File: src/hw/rtl/dt_pkg.sv
// Shared constants, command and status types for the decimal truncate block.
package dt_pkg;

  localparam int MANTISSA_BITS_DEF = 96;
  localparam int CHUNK_BITS        = 16;
  localparam int REM_BITS          = 4;
  localparam int NUM_BITS          = CHUNK_BITS + REM_BITS;
  localparam int RECIP_SHIFT       = 23;
  localparam logic [NUM_BITS-1:0] RECIP_TEN = NUM_BITS'(838861);
  localparam logic [1:0] KIND_NORMAL = 2'd0;

  typedef struct packed {
    logic load;
    logic pass_start;
    logic step;
    logic emit;
  } dt_cmd_t;

  typedef struct packed {
    logic mant_zero;
    logic chunk_last;
    logic scale_done;
  } dt_sts_t;

endpackage

File: src/hw/rtl/dt_ctrl.sv
// Controller: sequences load, division passes and the result beat.
module dt_ctrl (
  input  logic            clk,
  input  logic            rst_n,
  input  logic            in_valid,
  output logic            in_ready,
  output logic            out_valid,
  input  logic            out_ready,
  input  dt_pkg::dt_sts_t sts,
  output dt_pkg::dt_cmd_t cmd
);
  import dt_pkg::*;

  typedef enum logic [1:0] {
    ST_IDLE,
    ST_CHECK,
    ST_DIV,
    ST_FIN
  } state_t;

  state_t state_r;
  logic   out_valid_r;
  logic   slot_free;
  logic   div_done;

  assign slot_free = !out_valid_r || out_ready;
  assign div_done  = sts.scale_done || sts.mant_zero;
  assign in_ready  = (state_r == ST_IDLE);
  assign out_valid = out_valid_r;

  assign cmd.load       = (state_r == ST_IDLE) && in_valid;
  assign cmd.pass_start = (state_r == ST_CHECK) && !div_done;
  assign cmd.step       = (state_r == ST_DIV);
  assign cmd.emit       = (state_r == ST_FIN) && slot_free;

  always_ff @(posedge clk) begin
    if (!rst_n) begin
      state_r     <= ST_IDLE;
      out_valid_r <= 1'b0;
    end else begin
      if (out_valid_r && out_ready && !cmd.emit) begin
        out_valid_r <= 1'b0;
      end
      unique case (state_r)
        ST_IDLE: begin
          if (in_valid) begin
            state_r <= ST_CHECK;
          end
        end
        ST_CHECK: begin
          state_r <= div_done ? ST_FIN : ST_DIV;
        end
        ST_DIV: begin
          if (sts.chunk_last) begin
            state_r <= ST_CHECK;
          end
        end
        ST_FIN: begin
          if (slot_free) begin
            out_valid_r <= 1'b1;
            state_r     <= ST_IDLE;
          end
        end
        default: begin
          state_r <= ST_IDLE;
        end
      endcase
    end
  end

endmodule

File: config.mk
export PLATFORM = sky130hd
export DESIGN_NAME = dt_ctrl
export DESIGN_NICKNAME = d
export VERILOG_FILES = /design/src/hw/rtl/dt_pkg.sv /design/src/hw/rtl/dt_ctrl.sv
export SDC_FILE = /design/constraint.sdc
export NUM_CORES = 1
export LEC_CHECK = 0
export ABC_AREA = 0
export BUFFER_PORTS_ARGS = -buffer_cell sky130_fd_sc_hd__buf_4
export CORE_AREA = 2 2 39 41
export CTS_CLUSTER_SIZE = 30
export DETAILED_ROUTE_END_ITERATION = 8
export DIE_AREA = 0 0 41 43
export PLACE_DENSITY_LB_ADDON = 0.08
export SLEW_MARGIN = 0
export SYNTH_ARGS = -nofsm -noshare
export SYNTH_HDL_FRONTEND = slang
export SYNTH_SLANG_ARGS = --single-unit
File: constraint.sdc
create_clock -name clk -period 1.6 [get_ports clk]
set_clock_uncertainty 0.15 [all_clocks]
set_input_delay 0.16 -clock clk [delete_from_list [all_inputs] [get_ports clk]]
set_output_delay 0.16 -clock clk [all_outputs]
set_load 0.02 [all_outputs]
== Word level (Yosys, flattened, before mapping) ==
Cells that the tools add are included.

* Bits in registers: 3
* Logic and storage cells: 28
* Bits of input ports: 7
* Output and inout port bits: 6

* Multiplexer cells: 8
* Equal/unequal tests: 6
* Reductions and logical operators: 12

{| class="wikitable"
|+ Operators with widths
! kind !! count
|-
| one-hot mux 2 bit (4 select lines) || 1
|-
| two-way mux 2 bit || 3
|-
| inequality test 2 bit (second input constant) || 3
|-
| logical AND 1 bit || 5
|-
| == test 2 bit (second input constant) || 2
|-
| two-way mux 1 bit || 4
|-
| zero test 1 bit || 3
|-
| AND reduction 3 bit || 1
|-
| == test 2 x 1 -> 1 bit (second input constant) || 1
|-
| zero test 2 bit || 1
|-
| logical OR 1 bit || 2
|}

== Logic depth before layout (Yosys ltp) ==
Gate-level depths: netlist of the first run.

* Depth after elaboration: 8
* Mapped depth: 3
* Depth with buffers taken out: 3

== Least setup slack after synthesis of the first run ==
No wires, ideal clock.

* Path kind: flip-flop to flip-flop
* From: register state_r[0]
* To: register state_r[0]
* Data required time: 1302 ps
* Path buffers: 0
* Clock period less this slack: 1358 ps
* Data arrival time: 1060 ps
* Path slack: 242 ps
* Setup time: 148 ps
* Stages on the path, launching flop included: 3
* Cell sequence: dfxtp_1 nor4b_2 nor4b_2

* Cells in the longest elaborated chain, start to end: 3
* Elaborated cells between the ends (all ways): 9
* Classes of those cells: eq/ne: 6; mux: 1; reduce/logical: 2

{| class="wikitable"
|+ RTL lines
! element !! line !! source
|-
| start, declared || dt_ctrl.sv:21 || <nowiki>state_t state_r;</nowiki>
|-
| start signal, assigned || dt_ctrl.sv:51 || <nowiki>state_r <= div_done ? ST_FIN : ST_DIV;</nowiki>
|-
| == test 2 bit or zero test 2 bit (tied branches) || dt_ctrl.sv:44 || <nowiki>unique case (state_r)</nowiki>
|-
| inequality test 2 bit (no source line) || - ||
|-
| AND reduction 3 bit (no source line) || - ||
|}

Parallel ways exist; a longest one is shown, timed or not.
A chain may end at the register's enable or synchronous reset.

==> out/qor.csv, run 1 <==
metric,value,unit
finalSetupTns,0,ns
ioPinCount,13,
initial_utilization,13.2,%
vias_per_cell,3.58,
vias,179,
finalPower,0.303,mW
numPortBuffers,12,
slew_violations,0,
syn_avg_cell_area,10.7,um2
grt_pass1_vias,178,
drv_cap,0,
ant_nets,0,
ys_ff_latch,3,
clk_pin_slew_worst_paths,0.04,ns
met1Wirelength,156,um
cts_max_level,1,
design.die.area,1760,um2
syn_to_final_growth,80.1,%
met2_length,223,um
die_w,41,um
critPathMaxStageDelay,0.43,ns
hold_viol_final,0,
worst_slew_pin_slew,0.288,ns
die_h,43,um
setup_viol,0,
fin_cells,50,
worstSetupPathType,reg -> out,
crit_arrival,1.18,ns
antennaDiodeCount,0,
clk_path_buf_depth,2,
core_area,1380,um2
ys_types,12,
crit_path_end_kind,primary output,
grt_max_degree,8,
final_area,329,um2
dp_hpwl,347,um
cts_inserted_buffers,3,
drt-pass1-iter-count,1,
cts_setup_buffers,0,
top_layer_used,met3,
slew_headroom,80.8,%
drive_above_1_share,58.8,%
max_freq,0.670,GHz
hp-class,in -> reg,
gp_congestion,0.543,
finalCritPeriodShare,93.2,%
cp_num_buf_inv,1,
drc,0,
startpoint_type,flip-flop,
cts_tree,done,
place_area,293,um2
rsz0062_at_grt,false,
layout.nets,42,
powerDensity,922,nW/um2
crit_family,flip-flops,
routed_wl,431,um
rows,14,
critPathSlowestCell,dfxtp_1,
grt_pass1_wl,676,um
yosysSeqAreaShare,32.9,%
yosys_warnings,0,
wl_per_cell,8.62,um
hold_ws,0.0876,ns
min_period,1.49,ns
syn_nets,24,
dp_cells,45,
critPathMaxFanout,6,
routed-wl-met3,50,um
grt_usage,6.41,%
clk_latency,0.23,ns
status,finished clean,
synth.cell_area,183,um2
drtIter0Drc,0,
worstPathCellList,"nor4b_2, buf_4",
cts.sinks,3,
nFillCells,166,
leakagePower,0.144,nW
synthCells,17,
seq_area,60.1,um2
overflow,0,
multi_input_area,123,um2
cp.required,1.29,ns
antenna_found_initial,0,
cts-root-buf,clkbuf_4,
ir_drop,145,uV
## final timing paths
kind,startpoint,cells after the start,end,slack (ns)
max,state_r[0]$_SDFFE_PN0P_,2,cmd[2],0.11
min,out_ready,3,out_valid$_SDFF_PN0_,0.09
max reg2reg,state_r[1]$_SDFFE_PN0P_,3,state_r[0]$_SDFFE_PN0P_,0.47
min reg2reg,out_valid$_SDFF_PN0_,2,out_valid$_SDFF_PN0_,0.38
## Yosys cell counts
| cell type | count | area [um2] |
|---|---|---|
| a211oi_1 | 1 | 7.51 |
| a21boi_0 | 2 | 15.0 |
| and2_1 | 1 | 6.26 |
| and2b_2 | 1 | 8.76 |
| dfxtp_1 | 3 | 60.1 |
| nand2_1 | 1 | 3.75 |
| nand2b_4 | 1 | 13.8 |
| nor2_1 | 1 | 3.75 |
| nor2b_1 | 2 | 12.5 |
| nor2b_4 | 1 | 13.8 |
| nor4b_2 | 2 | 30.0 |
| o21a_1 | 1 | 7.51 |
## routing by layer
metal	vias to the layer above	GRT usage (%)
met4	0	8.00
met3	0	3.14
li1	96	-
met2	7	8.44
met5	-	0
met1	76	6.07
## worst min-delay path, delay by kind of cell
kind	cells	cell delay (ns)
and+or+nand+nor	1	0.11
buffers and inverters	1	0.07
AOI/OAI and AO/OA	1	0.07
## metrics by stage
stage | utilization [%] | setup slack (ns)
6_report | 23.8 | 0.108
3_5_place_dp | 21.2 | 0.345
5_1_grt | 23.8 | 0.0132
3_3_place_gp | 21.2 | 0.362
4_1_cts | 23.8 | 0.0808
2_1_floorplan | - | 0.242
## cells in the final DEF, fill, tap and decap left out
master / n
nand2_1: 1
and2b_2: 1
nand2b_4: 1
a211oi_1: 1
dlygate4sd3_1: 1
and2_1: 1
dfxtp_1: 3
a21boi_0: 2
clkbuf_1: 1
o21a_1: 1
clkbuf_4: 3
nor2b_1: 2
nor2b_4: 1
nor2_1: 1
buf_4: 12
nor4b_2: 2
## cell families (layout without fill, tap and decap cells)
logic type	count (synthesis)	count (layout)	synth area share (%)
buffers and inverters	0	17	0
AO/OA/AOI/OAI	4	4	16.4
flip-flops	3	3	32.9
AND/OR/NAND/NOR	10	10	50.7
## sequential cells by signal, indices dropped and copies added, names as in the netlist
name       flops
out_valid      1
state_r        2
## final cells by class
| class | count | share of cell area (%) |
|---|---|---|
| Clock buffer | 4 | 7.98 |
| Multi-Input combinational cell | 14 | 37.3 |
| Sequential cell | 3 | 18.3 |
| Tap cell | 16 | 6.08 |
| Timing Repair Buffer | 13 | 30.4 |
## power by group
group	total [mW]	switching, mW	internal [mW]	leakage, nW
Clock	0.133	0.0397	0.0935	0.0150
Sequential	0.0924	0.0107	0.0817	0.0247
Combinational	0.0777	0.0335	0.0442	0.104
## repair_timing
action	in CTS	in global routing
gates resized for setup	0	0
endpoints found under the hold margin	1	0
hold buffers	1	0
No activity file was read; power rests on OpenSTA's default activity.
==> run 2: changes to the inputs <==
--- a/config.mk
+++ b/config.mk
@@ -7,6 +7,8 @@
 export LEC_CHECK = 0
 export ABC_AREA = 0
 export BUFFER_PORTS_ARGS = -buffer_cell sky130_fd_sc_hd__buf_4
+export CELL_PAD_IN_SITES_DETAIL_PLACEMENT = 1
+export CELL_PAD_IN_SITES_GLOBAL_PLACEMENT = 2
 export CORE_AREA = 2 2 39 41
 export CTS_CLUSTER_SIZE = 30
 export DETAILED_ROUTE_END_ITERATION = 8
==> run 2 against run 1 <==
Net effect:
- via count grew 5.0%
- clock-buffer cell count is the same
- routed wire length grew 16%
- design area grew 3.0%
- critical path type unchanged
- sequential power grew 2.7%
==> out/qor.csv, run 2 (synthesis gave the netlist of run 1 again) <==
metric,value,unit,change
wl_per_cell,10.0,um,was 8.62 um
overflow,0,,unchanged
critPathMaxStageDelay,0.45,ns,was 0.43 ns
drive_above_1_share,61.8,%,was 58.8%
worstSetupPathType,reg -> out,,unchanged
drt-pass1-iter-count,2,,was 1
powerDensity,919,nW/um2,was 922 nW/um2
finalSetupTns,0,ns,unchanged
setup_viol,0,,unchanged
power.share.sequential,30.5,%,about the same
worstPathCellList,"nand2_1, nor2b_1, buf_4",,"was nor4b_2, buf_4"
hold_viol_final,0,,unchanged
cts_tree,done,,unchanged
multi_input_area,131,um2,was 123 um2
clk_path_buf_depth,2,,unchanged
final_common_cell,buf_4,,unchanged
mostFrequentLayoutCells,"buf_4, clkbuf_4, nor2b_1, a21boi_0, dfxtp_1",,"was buf_4, clkbuf_4, dfxtp_1"
hp-class,in -> reg,,unchanged
seq_area,61.3,um2,was 60.1 um2
critPathSlowestCell,dfxtp_1,,unchanged
grt_pass1_wl,786,um,was 676 um
leakagePower,0.147,nW,was 0.144 nW
crit_family,flip-flops,,unchanged
cts.sinks,3,,unchanged
p_sw,0.0895,mW,was 0.0838 mW
max_freq,0.671,GHz,was 0.670 GHz
internal_power,0.222,mW,was 0.219 mW
die_w,41,um,unchanged
vias,188,,was 179
final_area,339,um2,was 329 um2
ioPinCount,13,,unchanged
gp_congestion,0.636,,was 0.543
rows,14,,unchanged
initial_utilization,13.2,%,unchanged
startpoint_type,flip-flop,,unchanged
ir_drop,237,uV,was 145 uV
clk_pin_slew_worst_paths,0.04,ns,about the same
worst_slew_pin_slew,0.298,ns,was 0.288 ns
clk_latency,0.23,ns,about the same
cp.required,1.29,ns,about the same
largest_register,state_r,,unchanged
crit_arrival,1.18,ns,about the same
layout.nets,42,,unchanged
design.die.area,1760,um2,unchanged
finalCritPeriodShare,93.1,%,was 93.2%
p_clk_share,43.2,%,was 43.9%
slew_headroom,80.0,%,was 80.8%
switching_share,28.7,%,was 27.6%
place_area,293,um2,unchanged
critPathMaxFanout,6,,unchanged
largest_register_ffs,2,,unchanged
share_comb_of_total_power,26.3,%,was 25.6%
cts_inserted_buffers,3,,unchanged
syn_to_final_growth,85.6,%,was 80.1%
status,finished clean,,unchanged
cts_max_level,1,,unchanged
drc,0,,unchanged
grt_max_degree,8,,unchanged
vias_per_cell,3.76,,was 3.58
grt_pass1_vias,199,,was 178
rsz0062_at_grt,false,,unchanged
grt_usage,7.61,%,was 6.41%
antenna_found_initial,0,,unchanged
numPortBuffers,12,,unchanged
routed_wl,502,um,was 431 um
nFillCells,169,,was 166
cp_num_buf_inv,1,,unchanged
die_h,43,um,unchanged
drv_cap,0,,unchanged
slew_violations,0,,unchanged
min_period,1.49,ns,about the same
drtIter0Drc,3,,was 0
crit_path_end_kind,primary output,,unchanged
ant_nets,0,,unchanged
core_area,1380,um2,unchanged
antennaDiodeCount,0,,unchanged
cts-root-buf,clkbuf_4,,unchanged
## run 2: worst min-delay path, delay by kind of cell
kind                   cells  cell delay, ns
AOI/OAI and AO/OA          1            0.06
buffers and inverters      1            0.08
and+or+nand+nor            1            0.11
## run 2: power groups by stage
stage | Sequential, mW | Clock (mW) | Combinational [mW]
2_1_floorplan | 0.0929 | 0 | 0.0424
3_3_place_gp | 0.0955 | 0 | 0.0768
3_5_place_dp | 0.0952 | 0 | 0.0783
4_1_cts | 0.0940 | 0.141 | 0.0806
5_1_grt | 0.0969 | 0.150 | 0.0874
6_report | 0.0949 | 0.135 | 0.0819
## run 2: layout make-up
cell class,count,share of cell area [%]
Sequential cell,3,18.1
Clock buffer,4,7.75
Multi-Input combinational cell,14,38.7
Tap cell,16,5.90
Timing Repair Buffer,13,29.5
## run 2: routing by layer
metal,vias up,GRT usage (%),wire length [um],part of all wire [%]
met2,9,10.0,283,56
met3,0,6.28,36,7.2
met4,0,6.00,0,0
li1,95,-,-,-
met1,84,7.32,182,36
met5,-,0,0,0
## run 2: final timing paths
kind                                 from                 endpoint  slack [ns]  depth (start not counted)
setup / recovery  state_r[0]$_SDFFE_PN0P_                   cmd[0]        0.11                          3
setup reg to reg  state_r[0]$_SDFFE_PN0P_  state_r[1]$_SDFFE_PN0P_        0.47                          3
hold reg to reg      out_valid$_SDFF_PN0_     out_valid$_SDFF_PN0_        0.36                          2
hold / removal                  out_ready     out_valid$_SDFF_PN0_        0.08                          3
## run 2: through the flow
step                      setup WS (ns)  power, mW  utilization (%)  hold WS, ns  instances
after CTS                        0.0549      0.316             23.8       0.0789         50
after floorplan                   0.242      0.135                -        0.128         17
final                             0.111      0.312             24.5       0.0824         50
after detailed placement          0.321      0.173             21.2        0.239         45
after global routing             0.0164      0.335             24.5        0.104         50
after global placement            0.320      0.172             21.2        0.234         45
## run 2: what timing repair did
action,in CTS,in global routing
setup buffers,0,0
endpoints found under the setup margin,0,2
hold buffers,1,0
gates resized for setup,0,2
hold endpoints to repair,1,0
